### src/rtl/core/rsos_pkg.sv
package rsos_pkg;

   // Stack geometry. Every width below follows from the depth.
   localparam int STACK_DEPTH = 16;
   localparam int PTR_W       = (STACK_DEPTH > 1) ? $clog2(STACK_DEPTH) : 1;
   localparam int CNT_W       = $clog2(STACK_DEPTH + 1);
   localparam int SLOT_COUNT  = 2 * STACK_DEPTH;
   localparam int ADDR_W      = PTR_W + 1;

   // Item field widths.
   localparam int FUNC_W = 2;
   localparam int PC_W   = 64;
   localparam int SIZE_W = 4;
   localparam int OCC_W  = 5;

   typedef enum logic [FUNC_W-1:0] {
      FUNC_PUSH    = 2'd0,
      FUNC_POP     = 2'd1,
      FUNC_RECOVER = 2'd2
   } func_type;

   typedef enum logic {
      ST_IDLE,
      ST_POP_READ
   } state_type;

   // Controller to datapath.
   typedef struct packed {
      logic apply;      // an item is accepted this cycle
      logic post_now;   // its result is complete and goes to the output register
      logic post_read;  // slot memory data is back: finish the pop result
   } dp_cmd_type;

   // Datapath to controller.
   typedef struct packed {
      logic pop_hit;    // the offered item is a pop on a non-empty stack
      logic out_free;   // the output register can take a result this cycle
   } dp_status_type;

endpackage

### src/rtl/core/rsos_ifs.sv
interface rsos_req_if;
   logic                       valid;
   logic                       ready;
   logic [rsos_pkg::FUNC_W-1:0] func;
   logic [rsos_pkg::PC_W-1:0]   call_pc;
   logic [rsos_pkg::SIZE_W-1:0] call_size;
   logic                       speculative;

   modport source (output valid, output func, output call_pc, output call_size,
                   output speculative, input ready);
   modport sink   (input valid, input func, input call_pc, input call_size,
                   input speculative, output ready);
endinterface

interface rsos_rsp_if;
   logic                       valid;
   logic                       ready;
   logic [rsos_pkg::PC_W-1:0]   predicted_return;
   logic                       underflow;
   logic                       overwrote_oldest;
   logic [rsos_pkg::OCC_W-1:0]  occupancy;

   modport source (output valid, output predicted_return, output underflow,
                   output overwrote_oldest, output occupancy, input ready);
   modport sink   (input valid, input predicted_return, input underflow,
                   input overwrote_oldest, input occupancy, output ready);
endinterface

### src/rtl/core/rsos_ctrl.sv
module rsos_ctrl (
   input  logic                   clock,
   input  logic                   reset,
   input  logic                   req_valid,
   output logic                   req_ready,
   input  rsos_pkg::dp_status_type status,
   output rsos_pkg::dp_cmd_type    cmd
);

   rsos_pkg::state_type state_ff;
   rsos_pkg::state_type state_in;
   logic                accept;

   always_ff @(posedge clock) begin
      if (reset) begin
         state_ff <= rsos_pkg::ST_IDLE;
      end else begin
         state_ff <= state_in;
      end
   end

   always_comb begin
      state_in      = state_ff;
      req_ready     = 1'b0;
      accept        = 1'b0;
      cmd.apply     = 1'b0;
      cmd.post_now  = 1'b0;
      cmd.post_read = 1'b0;
      case (state_ff)
         rsos_pkg::ST_IDLE: begin
            req_ready    = status.out_free;
            accept       = req_valid && status.out_free;
            cmd.apply    = accept;
            cmd.post_now = accept && !status.pop_hit;
            if (accept && status.pop_hit) begin
               state_in = rsos_pkg::ST_POP_READ;
            end
         end
         rsos_pkg::ST_POP_READ: begin
            cmd.post_read = 1'b1;
            state_in      = rsos_pkg::ST_IDLE;
         end
         default: begin
            state_in = rsos_pkg::ST_IDLE;
         end
      endcase
   end

endmodule

### src/rtl/core/rsos_dp.sv
module rsos_dp (
   input  logic                         clock,
   input  logic                         reset,
   input  rsos_pkg::dp_cmd_type          cmd,
   output rsos_pkg::dp_status_type       status,
   input  logic [rsos_pkg::FUNC_W-1:0]   req_func,
   input  logic [rsos_pkg::PC_W-1:0]     req_call_pc,
   input  logic [rsos_pkg::SIZE_W-1:0]   req_call_size,
   input  logic                         req_speculative,
   input  logic                         rsp_ready,
   output logic                         rsp_valid,
   output logic [rsos_pkg::PC_W-1:0]     rsp_predicted_return,
   output logic                         rsp_underflow,
   output logic                         rsp_overwrote_oldest,
   output logic [rsos_pkg::OCC_W-1:0]    rsp_occupancy
);

   localparam logic [rsos_pkg::PTR_W-1:0] LAST_POS = rsos_pkg::PTR_W'(rsos_pkg::STACK_DEPTH - 1);
   localparam logic [rsos_pkg::CNT_W-1:0] FULL_CNT = rsos_pkg::CNT_W'(rsos_pkg::STACK_DEPTH);

   // Slot memory: two slots per position, addressed as {position, slot}.
   logic [rsos_pkg::PC_W-1:0] slot_mem [rsos_pkg::SLOT_COUNT];
   logic [rsos_pkg::PC_W-1:0] rd_data_ff;

   logic [rsos_pkg::STACK_DEPTH-1:0] sel_ff, sel_in;
   logic [rsos_pkg::PTR_W-1:0]       top_ff, top_in;
   logic [rsos_pkg::CNT_W-1:0]       count_ff, count_in;
   logic [rsos_pkg::PTR_W-1:0]       saved_top_ff, saved_top_in;
   logic [rsos_pkg::CNT_W-1:0]       saved_count_ff, saved_count_in;

   logic                       out_valid_ff, out_valid_in;
   logic [rsos_pkg::PC_W-1:0]   pred_ff, pred_in;
   logic                       under_ff, under_in;
   logic                       over_ff, over_in;
   logic [rsos_pkg::OCC_W-1:0]  occ_ff, occ_in;

   logic [rsos_pkg::PTR_W-1:0]  top_next;
   logic [rsos_pkg::PTR_W-1:0]  top_prev;
   logic                       full;
   logic                       empty;
   logic                       do_push;
   logic                       do_pop;
   logic [rsos_pkg::PC_W-1:0]   ret_addr;
   logic [rsos_pkg::ADDR_W-1:0] wr_addr;
   logic [rsos_pkg::ADDR_W-1:0] rd_addr;

   assign top_next = (top_ff == LAST_POS) ? '0 : top_ff + 1'b1;
   assign top_prev = (top_ff == '0) ? LAST_POS : top_ff - 1'b1;
   assign full     = (count_ff == FULL_CNT);
   assign empty    = (count_ff == '0);
   assign ret_addr = req_call_pc + rsos_pkg::PC_W'(req_call_size);
   assign wr_addr  = {top_ff, req_speculative};
   assign rd_addr  = {top_prev, sel_ff[top_prev]};
   assign do_push  = cmd.apply && (req_func == rsos_pkg::FUNC_PUSH);
   assign do_pop   = cmd.apply && (req_func == rsos_pkg::FUNC_POP) && !empty;

   assign status.pop_hit  = (req_func == rsos_pkg::FUNC_POP) && !empty;
   assign status.out_free = !out_valid_ff || rsp_ready;

   // Stack bookkeeping and the result fields that do not need the memory.
   always_comb begin
      sel_in         = sel_ff;
      top_in         = top_ff;
      count_in       = count_ff;
      saved_top_in   = saved_top_ff;
      saved_count_in = saved_count_ff;
      under_in       = 1'b0;
      over_in        = 1'b0;
      case (req_func)
         rsos_pkg::FUNC_PUSH: begin
            sel_in[top_ff] = req_speculative;
            top_in         = top_next;
            if (full) begin
               over_in = 1'b1;
            end else begin
               count_in = count_ff + 1'b1;
            end
            if (!req_speculative) begin
               saved_top_in   = top_in;
               saved_count_in = count_in;
            end
         end
         rsos_pkg::FUNC_POP: begin
            if (empty) begin
               under_in = 1'b1;
            end else begin
               top_in   = top_prev;
               count_in = count_ff - 1'b1;
               if (!req_speculative) begin
                  saved_top_in   = top_in;
                  saved_count_in = count_in;
               end
            end
         end
         rsos_pkg::FUNC_RECOVER: begin
            sel_in   = '0;
            top_in   = saved_top_ff;
            count_in = saved_count_ff;
         end
         default: begin
         end
      endcase
      occ_in = rsos_pkg::OCC_W'(count_in);
   end

   always_comb begin
      pred_in = pred_ff;
      if (cmd.post_read) begin
         pred_in = rd_data_ff;
      end else if (cmd.apply) begin
         pred_in = '0;
      end
      if (cmd.post_now || cmd.post_read) begin
         out_valid_in = 1'b1;
      end else if (rsp_ready) begin
         out_valid_in = 1'b0;
      end else begin
         out_valid_in = out_valid_ff;
      end
   end

   always_ff @(posedge clock) begin
      if (reset) begin
         sel_ff         <= '0;
         top_ff         <= '0;
         count_ff       <= '0;
         saved_top_ff   <= '0;
         saved_count_ff <= '0;
         out_valid_ff   <= 1'b0;
      end else begin
         if (cmd.apply) begin
            sel_ff         <= sel_in;
            top_ff         <= top_in;
            count_ff       <= count_in;
            saved_top_ff   <= saved_top_in;
            saved_count_ff <= saved_count_in;
         end
         out_valid_ff <= out_valid_in;
      end
   end

   always_ff @(posedge clock) begin
      pred_ff <= pred_in;
      if (cmd.apply) begin
         under_ff <= under_in;
         over_ff  <= over_in;
         occ_ff   <= occ_in;
      end
   end

   always_ff @(posedge clock) begin
      if (do_push) begin
         slot_mem[wr_addr] <= ret_addr;
      end
      if (do_pop) begin
         rd_data_ff <= slot_mem[rd_addr];
      end
   end

   assign rsp_valid            = out_valid_ff;
   assign rsp_predicted_return = pred_ff;
   assign rsp_underflow        = under_ff;
   assign rsp_overwrote_oldest = over_ff;
   assign rsp_occupancy        = occ_ff;

   a_count_bounded: assert property (@(posedge clock) disable iff (reset)
      count_ff <= FULL_CNT)
      else $error("occupancy count beyond stack depth");

   a_recover_clears_marks: assert property (@(posedge clock) disable iff (reset)
      cmd.apply && (req_func == rsos_pkg::FUNC_RECOVER) |=> sel_ff == '0)
      else $error("off-path marks not cleared by recover");

   a_full_push_keeps_full: assert property (@(posedge clock) disable iff (reset)
      do_push && full |=> (count_ff == FULL_CNT) && over_ff)
      else $error("push on full stack did not report an overwrite");

   a_empty_pop_underflows: assert property (@(posedge clock) disable iff (reset)
      cmd.apply && (req_func == rsos_pkg::FUNC_POP) && empty
      |=> under_ff && (pred_ff == '0) && (count_ff == '0))
      else $error("pop on empty stack did not underflow cleanly");

endmodule

### src/rtl/core/return_stack_offpath_shadow_unit.sv
// Return address stack with an off-path shadow slot per position. Each item is
// a push (call), a pop (return) or a recover after a mispredict, and each item
// gives exactly one result item carrying the predicted return address (zero
// unless a pop found an entry), underflow and overwrite flags, and the
// occupancy after the operation. A push writes call_pc plus call_size into the
// correct-path or the off-path slot of the top position, as the speculative
// bit selects; a push onto a full stack drops the oldest entry. Correct-path
// pushes and pops that find an entry checkpoint the top pointer and occupancy,
// and recover restores that checkpoint and clears every off-path mark. Push,
// recover and a pop on an empty stack post their result to the output
// register; a pop that finds an entry passes through ST_POP_READ, as the slot
// memory returns registered read data. A new item is taken while the previous
// result is being handed over, so back-to-back items that skip ST_POP_READ flow
// at one per cycle when the result side is ready. No clearing pass is needed
// after reset: the selector bits reset at once, and slot contents are only
// read at entries that a push has written.
module return_stack_offpath_shadow_unit (
   input logic         clock,
   input logic         reset,
   rsos_req_if.sink    req_if,
   rsos_rsp_if.source  rsp_if
);

   rsos_pkg::dp_cmd_type    cmd;
   rsos_pkg::dp_status_type status;

   // The controller owns the input handshake and sequences the pop read.
   rsos_ctrl u_ctrl (
      .clock     (clock),
      .reset     (reset),
      .req_valid (req_if.valid),
      .req_ready (req_if.ready),
      .status    (status),
      .cmd       (cmd)
   );

   // The datapath holds the stack state, the slot memory and the output register.
   rsos_dp u_dp (
      .clock                (clock),
      .reset                (reset),
      .cmd                  (cmd),
      .status               (status),
      .req_func             (req_if.func),
      .req_call_pc          (req_if.call_pc),
      .req_call_size        (req_if.call_size),
      .req_speculative      (req_if.speculative),
      .rsp_ready            (rsp_if.ready),
      .rsp_valid            (rsp_if.valid),
      .rsp_predicted_return (rsp_if.predicted_return),
      .rsp_underflow        (rsp_if.underflow),
      .rsp_overwrote_oldest (rsp_if.overwrote_oldest),
      .rsp_occupancy        (rsp_if.occupancy)
   );

endmodule
### src/flat_wrapper.sv
// flat-port wrapper written by rule: the top's interface ports become plain ports
module return_stack_offpath_shadow_unit_flat 
  (clock, reset, req_if_valid, req_if_func, req_if_call_pc, req_if_call_size, req_if_speculative, req_if_ready, rsp_if_valid, rsp_if_predicted_return, rsp_if_underflow, rsp_if_overwrote_oldest, rsp_if_occupancy, rsp_if_ready);
  rsos_req_if req_if_i ();
  rsos_rsp_if rsp_if_i ();
  input logic clock;
  input logic reset;
  input wire logic [$bits(req_if_i.valid)-1:0] req_if_valid;
  input wire logic [$bits(req_if_i.func)-1:0] req_if_func;
  input wire logic [$bits(req_if_i.call_pc)-1:0] req_if_call_pc;
  input wire logic [$bits(req_if_i.call_size)-1:0] req_if_call_size;
  input wire logic [$bits(req_if_i.speculative)-1:0] req_if_speculative;
  output wire logic [$bits(req_if_i.ready)-1:0] req_if_ready;
  output wire logic [$bits(rsp_if_i.valid)-1:0] rsp_if_valid;
  output wire logic [$bits(rsp_if_i.predicted_return)-1:0] rsp_if_predicted_return;
  output wire logic [$bits(rsp_if_i.underflow)-1:0] rsp_if_underflow;
  output wire logic [$bits(rsp_if_i.overwrote_oldest)-1:0] rsp_if_overwrote_oldest;
  output wire logic [$bits(rsp_if_i.occupancy)-1:0] rsp_if_occupancy;
  input wire logic [$bits(rsp_if_i.ready)-1:0] rsp_if_ready;
  assign req_if_i.valid = req_if_valid;
  assign req_if_i.func = req_if_func;
  assign req_if_i.call_pc = req_if_call_pc;
  assign req_if_i.call_size = req_if_call_size;
  assign req_if_i.speculative = req_if_speculative;
  assign req_if_ready = req_if_i.ready;
  assign rsp_if_valid = rsp_if_i.valid;
  assign rsp_if_predicted_return = rsp_if_i.predicted_return;
  assign rsp_if_underflow = rsp_if_i.underflow;
  assign rsp_if_overwrote_oldest = rsp_if_i.overwrote_oldest;
  assign rsp_if_occupancy = rsp_if_i.occupancy;
  assign rsp_if_i.ready = rsp_if_ready;
  return_stack_offpath_shadow_unit u_core (.clock(clock), .reset(reset), .req_if(req_if_i), .rsp_if(rsp_if_i));
endmodule
### config.mk
export PLATFORM = sky130hd
export DESIGN_NAME = return_stack_offpath_shadow_unit_flat
export DESIGN_NICKNAME = d
export VERILOG_FILES = /design/src/rtl/core/rsos_pkg.sv /design/src/rtl/core/rsos_ifs.sv /design/src/rtl/core/rsos_ctrl.sv /design/src/rtl/core/rsos_dp.sv /design/src/rtl/core/return_stack_offpath_shadow_unit.sv /design/src/flat_wrapper.sv
export SDC_FILE = /design/constraint.sdc
export NUM_CORES = 2
export LEC_CHECK = 0
export BUFFER_PORTS_ARGS = -buffer_cell sky130_fd_sc_hd__buf_2
export CORE_AREA = 3 3 579 437
export DETAILED_ROUTE_END_ITERATION = 10
export DIE_AREA = 0 0 582 440
export GPL_TIMING_DRIVEN = 0
export PLACE_DENSITY = 0.49
export SLEW_MARGIN = 40
export SYNTH_ARGS = -nofsm -noshare
export SYNTH_HDL_FRONTEND = slang
export SYNTH_SLANG_ARGS = --single-unit
### constraint.sdc
create_clock -name clock -period 12.4 [get_ports clock]
set_clock_uncertainty 0.15 [all_clocks]
set_input_delay 3.72 -clock clock [delete_from_list [all_inputs] [get_ports clock]]
set_output_delay 3.72 -clock clock [all_outputs]
set_load 0.02 [all_outputs]
==> results.sh <==
export IMPL_dp_hpwl_um=242000
export IMPL_gp_congestion=0.848
export IMPL_drive_gt1_frac=0.192
export IMPL_max_slew_margin_rel=0.384
export IMPL_wl_per_cell_um=32.4
export IMPL_die_area_mm2=0.256
export IMPL_post_cts_resized=0
export IMPL_p_total_mw=16.6
export IMPL_yosys_area_share_simple=0.0967
export IMPL_path_clk_slew_ns=0.06
export IMPL_whs_ns=0.333
export IMPL_drtAntennaViolNets=0
export IMPL_synth_xor_area_frac=0.00739
export IMPL_layout_min_cycle_time_ns=8.27
export IMPL_worst_setup_path_end_kind="flop"
export IMPL_synthFlopType="edfxtp_1"
export IMPL_critPathLaunchType="input pin"
export IMPL_switching_share=0.249
export IMPL_p_int_mw=12.4
export IMPL_yosysMostFrequentCell="edfxtp_1"
export IMPL_finalCritPeriodShare=0.667
export IMPL_htreeDepth=4
export IMPL_syn_nets=5890
export IMPL_ys_warn_count=0
export IMPL_grt_max_degree=33
export IMPL_synth_cells=5799
export IMPL_tightest_slew_ns=0.924
export IMPL_syn_to_final_growth_pct=21.7
export IMPL_grt_pass1_vias=52395
export IMPL_peakVddDrop_mv=0.107
export IMPL_synth_compound_area_share=0.0548
export IMPL_hold_buffers=0
export IMPL_ios=148
export IMPL_vias_per_cell=5.61
export IMPL_start_util=0.350
export IMPL_hold_viol=0
export IMPL_dr_pass1_iters=5
export IMPL_ys_seq_elements=2219
export IMPL_power_density_mw_per_mm2=157
export IMPL_cts_buffer_depth=4
export IMPL_cp_arrival_ns=8.84
export IMPL_wirelength_um=328000
export IMPL_pwr_share_comb=0.094
export IMPL_p_sw_mw=4.12
export IMPL_routed_via_count=56764
export IMPL_clk_latency_ns=0.93
export IMPL_synth_top_area_cell="edfxtp_1"
export IMPL_synth_cell_types=62
export IMPL_synthArstFlopShare=0
export IMPL_grt_pass1_wl_um=443000
export IMPL_cts_sinks=2219
export IMPL_max_freq_ghz=0.121
export IMPL_fin_nets=6747
export IMPL_p_leak_nw=38.0
export IMPL_synth_area_top_cells="edfxtp_1 76%, nand2_1 5.3%, mux2i_1 4.8%"
export IMPL_yosysTopAreaCellShare=0.758
export IMPL_clockRootBuffer="clkbuf_16"
export IMPL_core_area_mm2=0.247
export IMPL_p_clk_frac=0.403
export IMPL_fin_area_mm2=0.105
export IMPL_synthAdderAreaFrac=0.00240
export IMPL_drt_iter0_markers=8818
export IMPL_antenna_found_initial=27
export IMPL_yosysSeqAreaShare=0.766
export IMPL_finalNonFillerCells=10123
export IMPL_drv_slew=0
export IMPL_drv_cap=0
export IMPL_die_h_um=440
export IMPL_synth_top_cells_by_count="2,183 x edfxtp_1, 1,225 x nand2_1, 419 x mux2i_1"
export IMPL_worstPathRequired_ns=12.97
export IMPL_rows=158
export IMPL_rsz0062_at_grt="no"
export IMPL_hp_class="reg2reg"
export IMPL_postCtsSetupRepairBufs=0
export IMPL_grt_usage=0.250
export IMPL_critPathMaxFanout=15
export IMPL_die_w_um=582
export IMPL_power_frac_seq=0.503
export IMPL_drc=0
export IMPL_setup_tns_ns=0
export IMPL_dp_cells=9705
export IMPL_synth_edf_count=2183
export IMPL_portBuffers=146
export IMPL_crit_type="in2reg"
export IMPL_syn_cell_area_mm2=0.0865
export IMPL_numCtsBuffers=229
export IMPL_synth_avg_cell_area_um2=14.9
export IMPL_gr_total_overflow=0
export IMPL_status="complete, no violations"
export IMPL_synth_top_family_by_area="simple AND/OR/NAND/NOR gates"
export IMPL_cts_tree="done"
export IMPL_setup_viol=0
export IMPL_postPlaceCellArea_mm2=0.0983
export IMPL_synth_mux_area_frac=0.0536
[placed cells by master (no fill, tap or decap), types with 21 or more instances in the layout]
cell type / n
a21oi_1: 363
buf_16: 82
buf_2: 315
o22ai_1: 170
nand4_1: 53
clkinv_1: 56
nor2_4: 21
mux2i_1: 419
nand2_1: 1224
o21ai_0: 36
a32oi_1: 59
a31oi_1: 72
buf_6: 29
nand3_1: 211
buf_8: 86
edfxtp_1: 2183
and2_1: 68
dfxtp_1: 36
nor2_1: 55
clkinv_2: 31
a22oi_1: 25
clkbuf_16: 233
clkbuf_2: 102
nor4_1: 170
clkbuf_1: 152
buf_4: 250
xnor2_2: 50
[worst paths after layout]
check | startpoint | endpoint | slack [ns] | depth (start not counted)
worst max register to register | u_core.u_dp.top_ff[1] | u_core.u_dp.rd_data_ff[61] | 5.92 | 15
worst min-delay path | u_core.u_dp.sel_ff[12] | u_core.u_dp.sel_ff[12] | 0.33 | 2
worst max-delay path | req_if_call_size[0] | u_core.u_dp.slot_mem[13][50] | 4.13 | 17
worst min register to register | u_core.u_dp.sel_ff[12] | u_core.u_dp.sel_ff[12] | 0.33 | 2
[metal layers]
metal | global-route usage | wire length, um
met1 | 0.378 | 144000
met2 | 0.368 | 141000
met3 | 0.0502 | 34700
met4 | 0.0615 | 8150
met5 | 0 | 70
[worst max-delay path, cell delays in order]
cell	delay, ns
buf_2	0.08
ha_2	0.17
inv_1	0.05
fa_1	0.42
nor2b_1	0.14
o21ai_0	0.13
a21oi_1	0.37
nand3_1	0.29
nor2_1	0.45
and3_1	0.55
clkbuf_1	0.48
and4_1	0.27
clkbuf_2	0.36
nand3_1	0.18
xnor2_2	0.56
buf_4	0.34
buf_4	0.24
[through the flow]
| step | worst slack (ns) | util |
|---|---|---|
| 2_1_floorplan | 2.30 | - |
| 3_3_place_gp | -5.62 | 0.369 |
| 3_5_place_dp | 3.14 | 0.397 |
| 4_1_cts | 4.03 | 0.426 |
| 5_1_grt | 3.78 | 0.426 |
| 6_report | 4.13 | 0.426 |
[state kept, by name (all words and copies together) (netlist names)]
| register | count |
|---|---|
| u_core.u_dp.rsp_predicted_return | 64 |
| u_core.u_dp.rsp_valid | 1 |
| u_core.u_dp.count_ff | 5 |
| u_core.u_dp.rsp_underflow | 1 |
| u_core.u_ctrl.state_ff | 1 |
| u_core.u_dp.top_ff | 4 |
| u_core.u_dp.rd_data_ff | 64 |
| u_core.u_dp.saved_count_ff | 5 |
| u_core.u_dp.rsp_occupancy | 5 |
| u_core.u_dp.rsp_overwrote_oldest | 1 |
| u_core.u_dp.slot_mem | 2048 |
| u_core.u_dp.saved_top_ff | 4 |
| u_core.u_dp.sel_ff | 16 |
[cell type report]
cell class	count	area, um^2
Antenna cell	12	30.0
Inverter	16	60.1
Timing Repair Buffer	626	6570
Sequential cell	2219	66300
Buffer	353	1740
Clock buffer	292	6090
Clock inverter	114	907
Tap cell	3280	4100
Multi-Input combinational cell	3211	19500
Fill cell	22154	142000
[cell families (layout without fill, tap and decap cells)]
logic type	after synthesis	count (layout)
muxes	439	439
DFF	2219	2219
adders and majority gates	16	16
other	0	12
and+or+nand+nor	1895	1895
buffers and inverters	369	1401
xor gates and xnor gates	73	73
AOI/OAI and AO/OA	788	788
[power groups by stage]
stage          clock [mW]  combinational (mW)  sequential (mW)
2_1_floorplan           0               0.657             8.51
3_3_place_gp            0                1.39             8.51
3_5_place_dp            0                1.53             8.49
4_1_cts              6.74                1.54             8.33
5_1_grt              7.03                1.62             8.33
6_report             6.67                1.56             8.33
(Power assumes the default switching activity.)
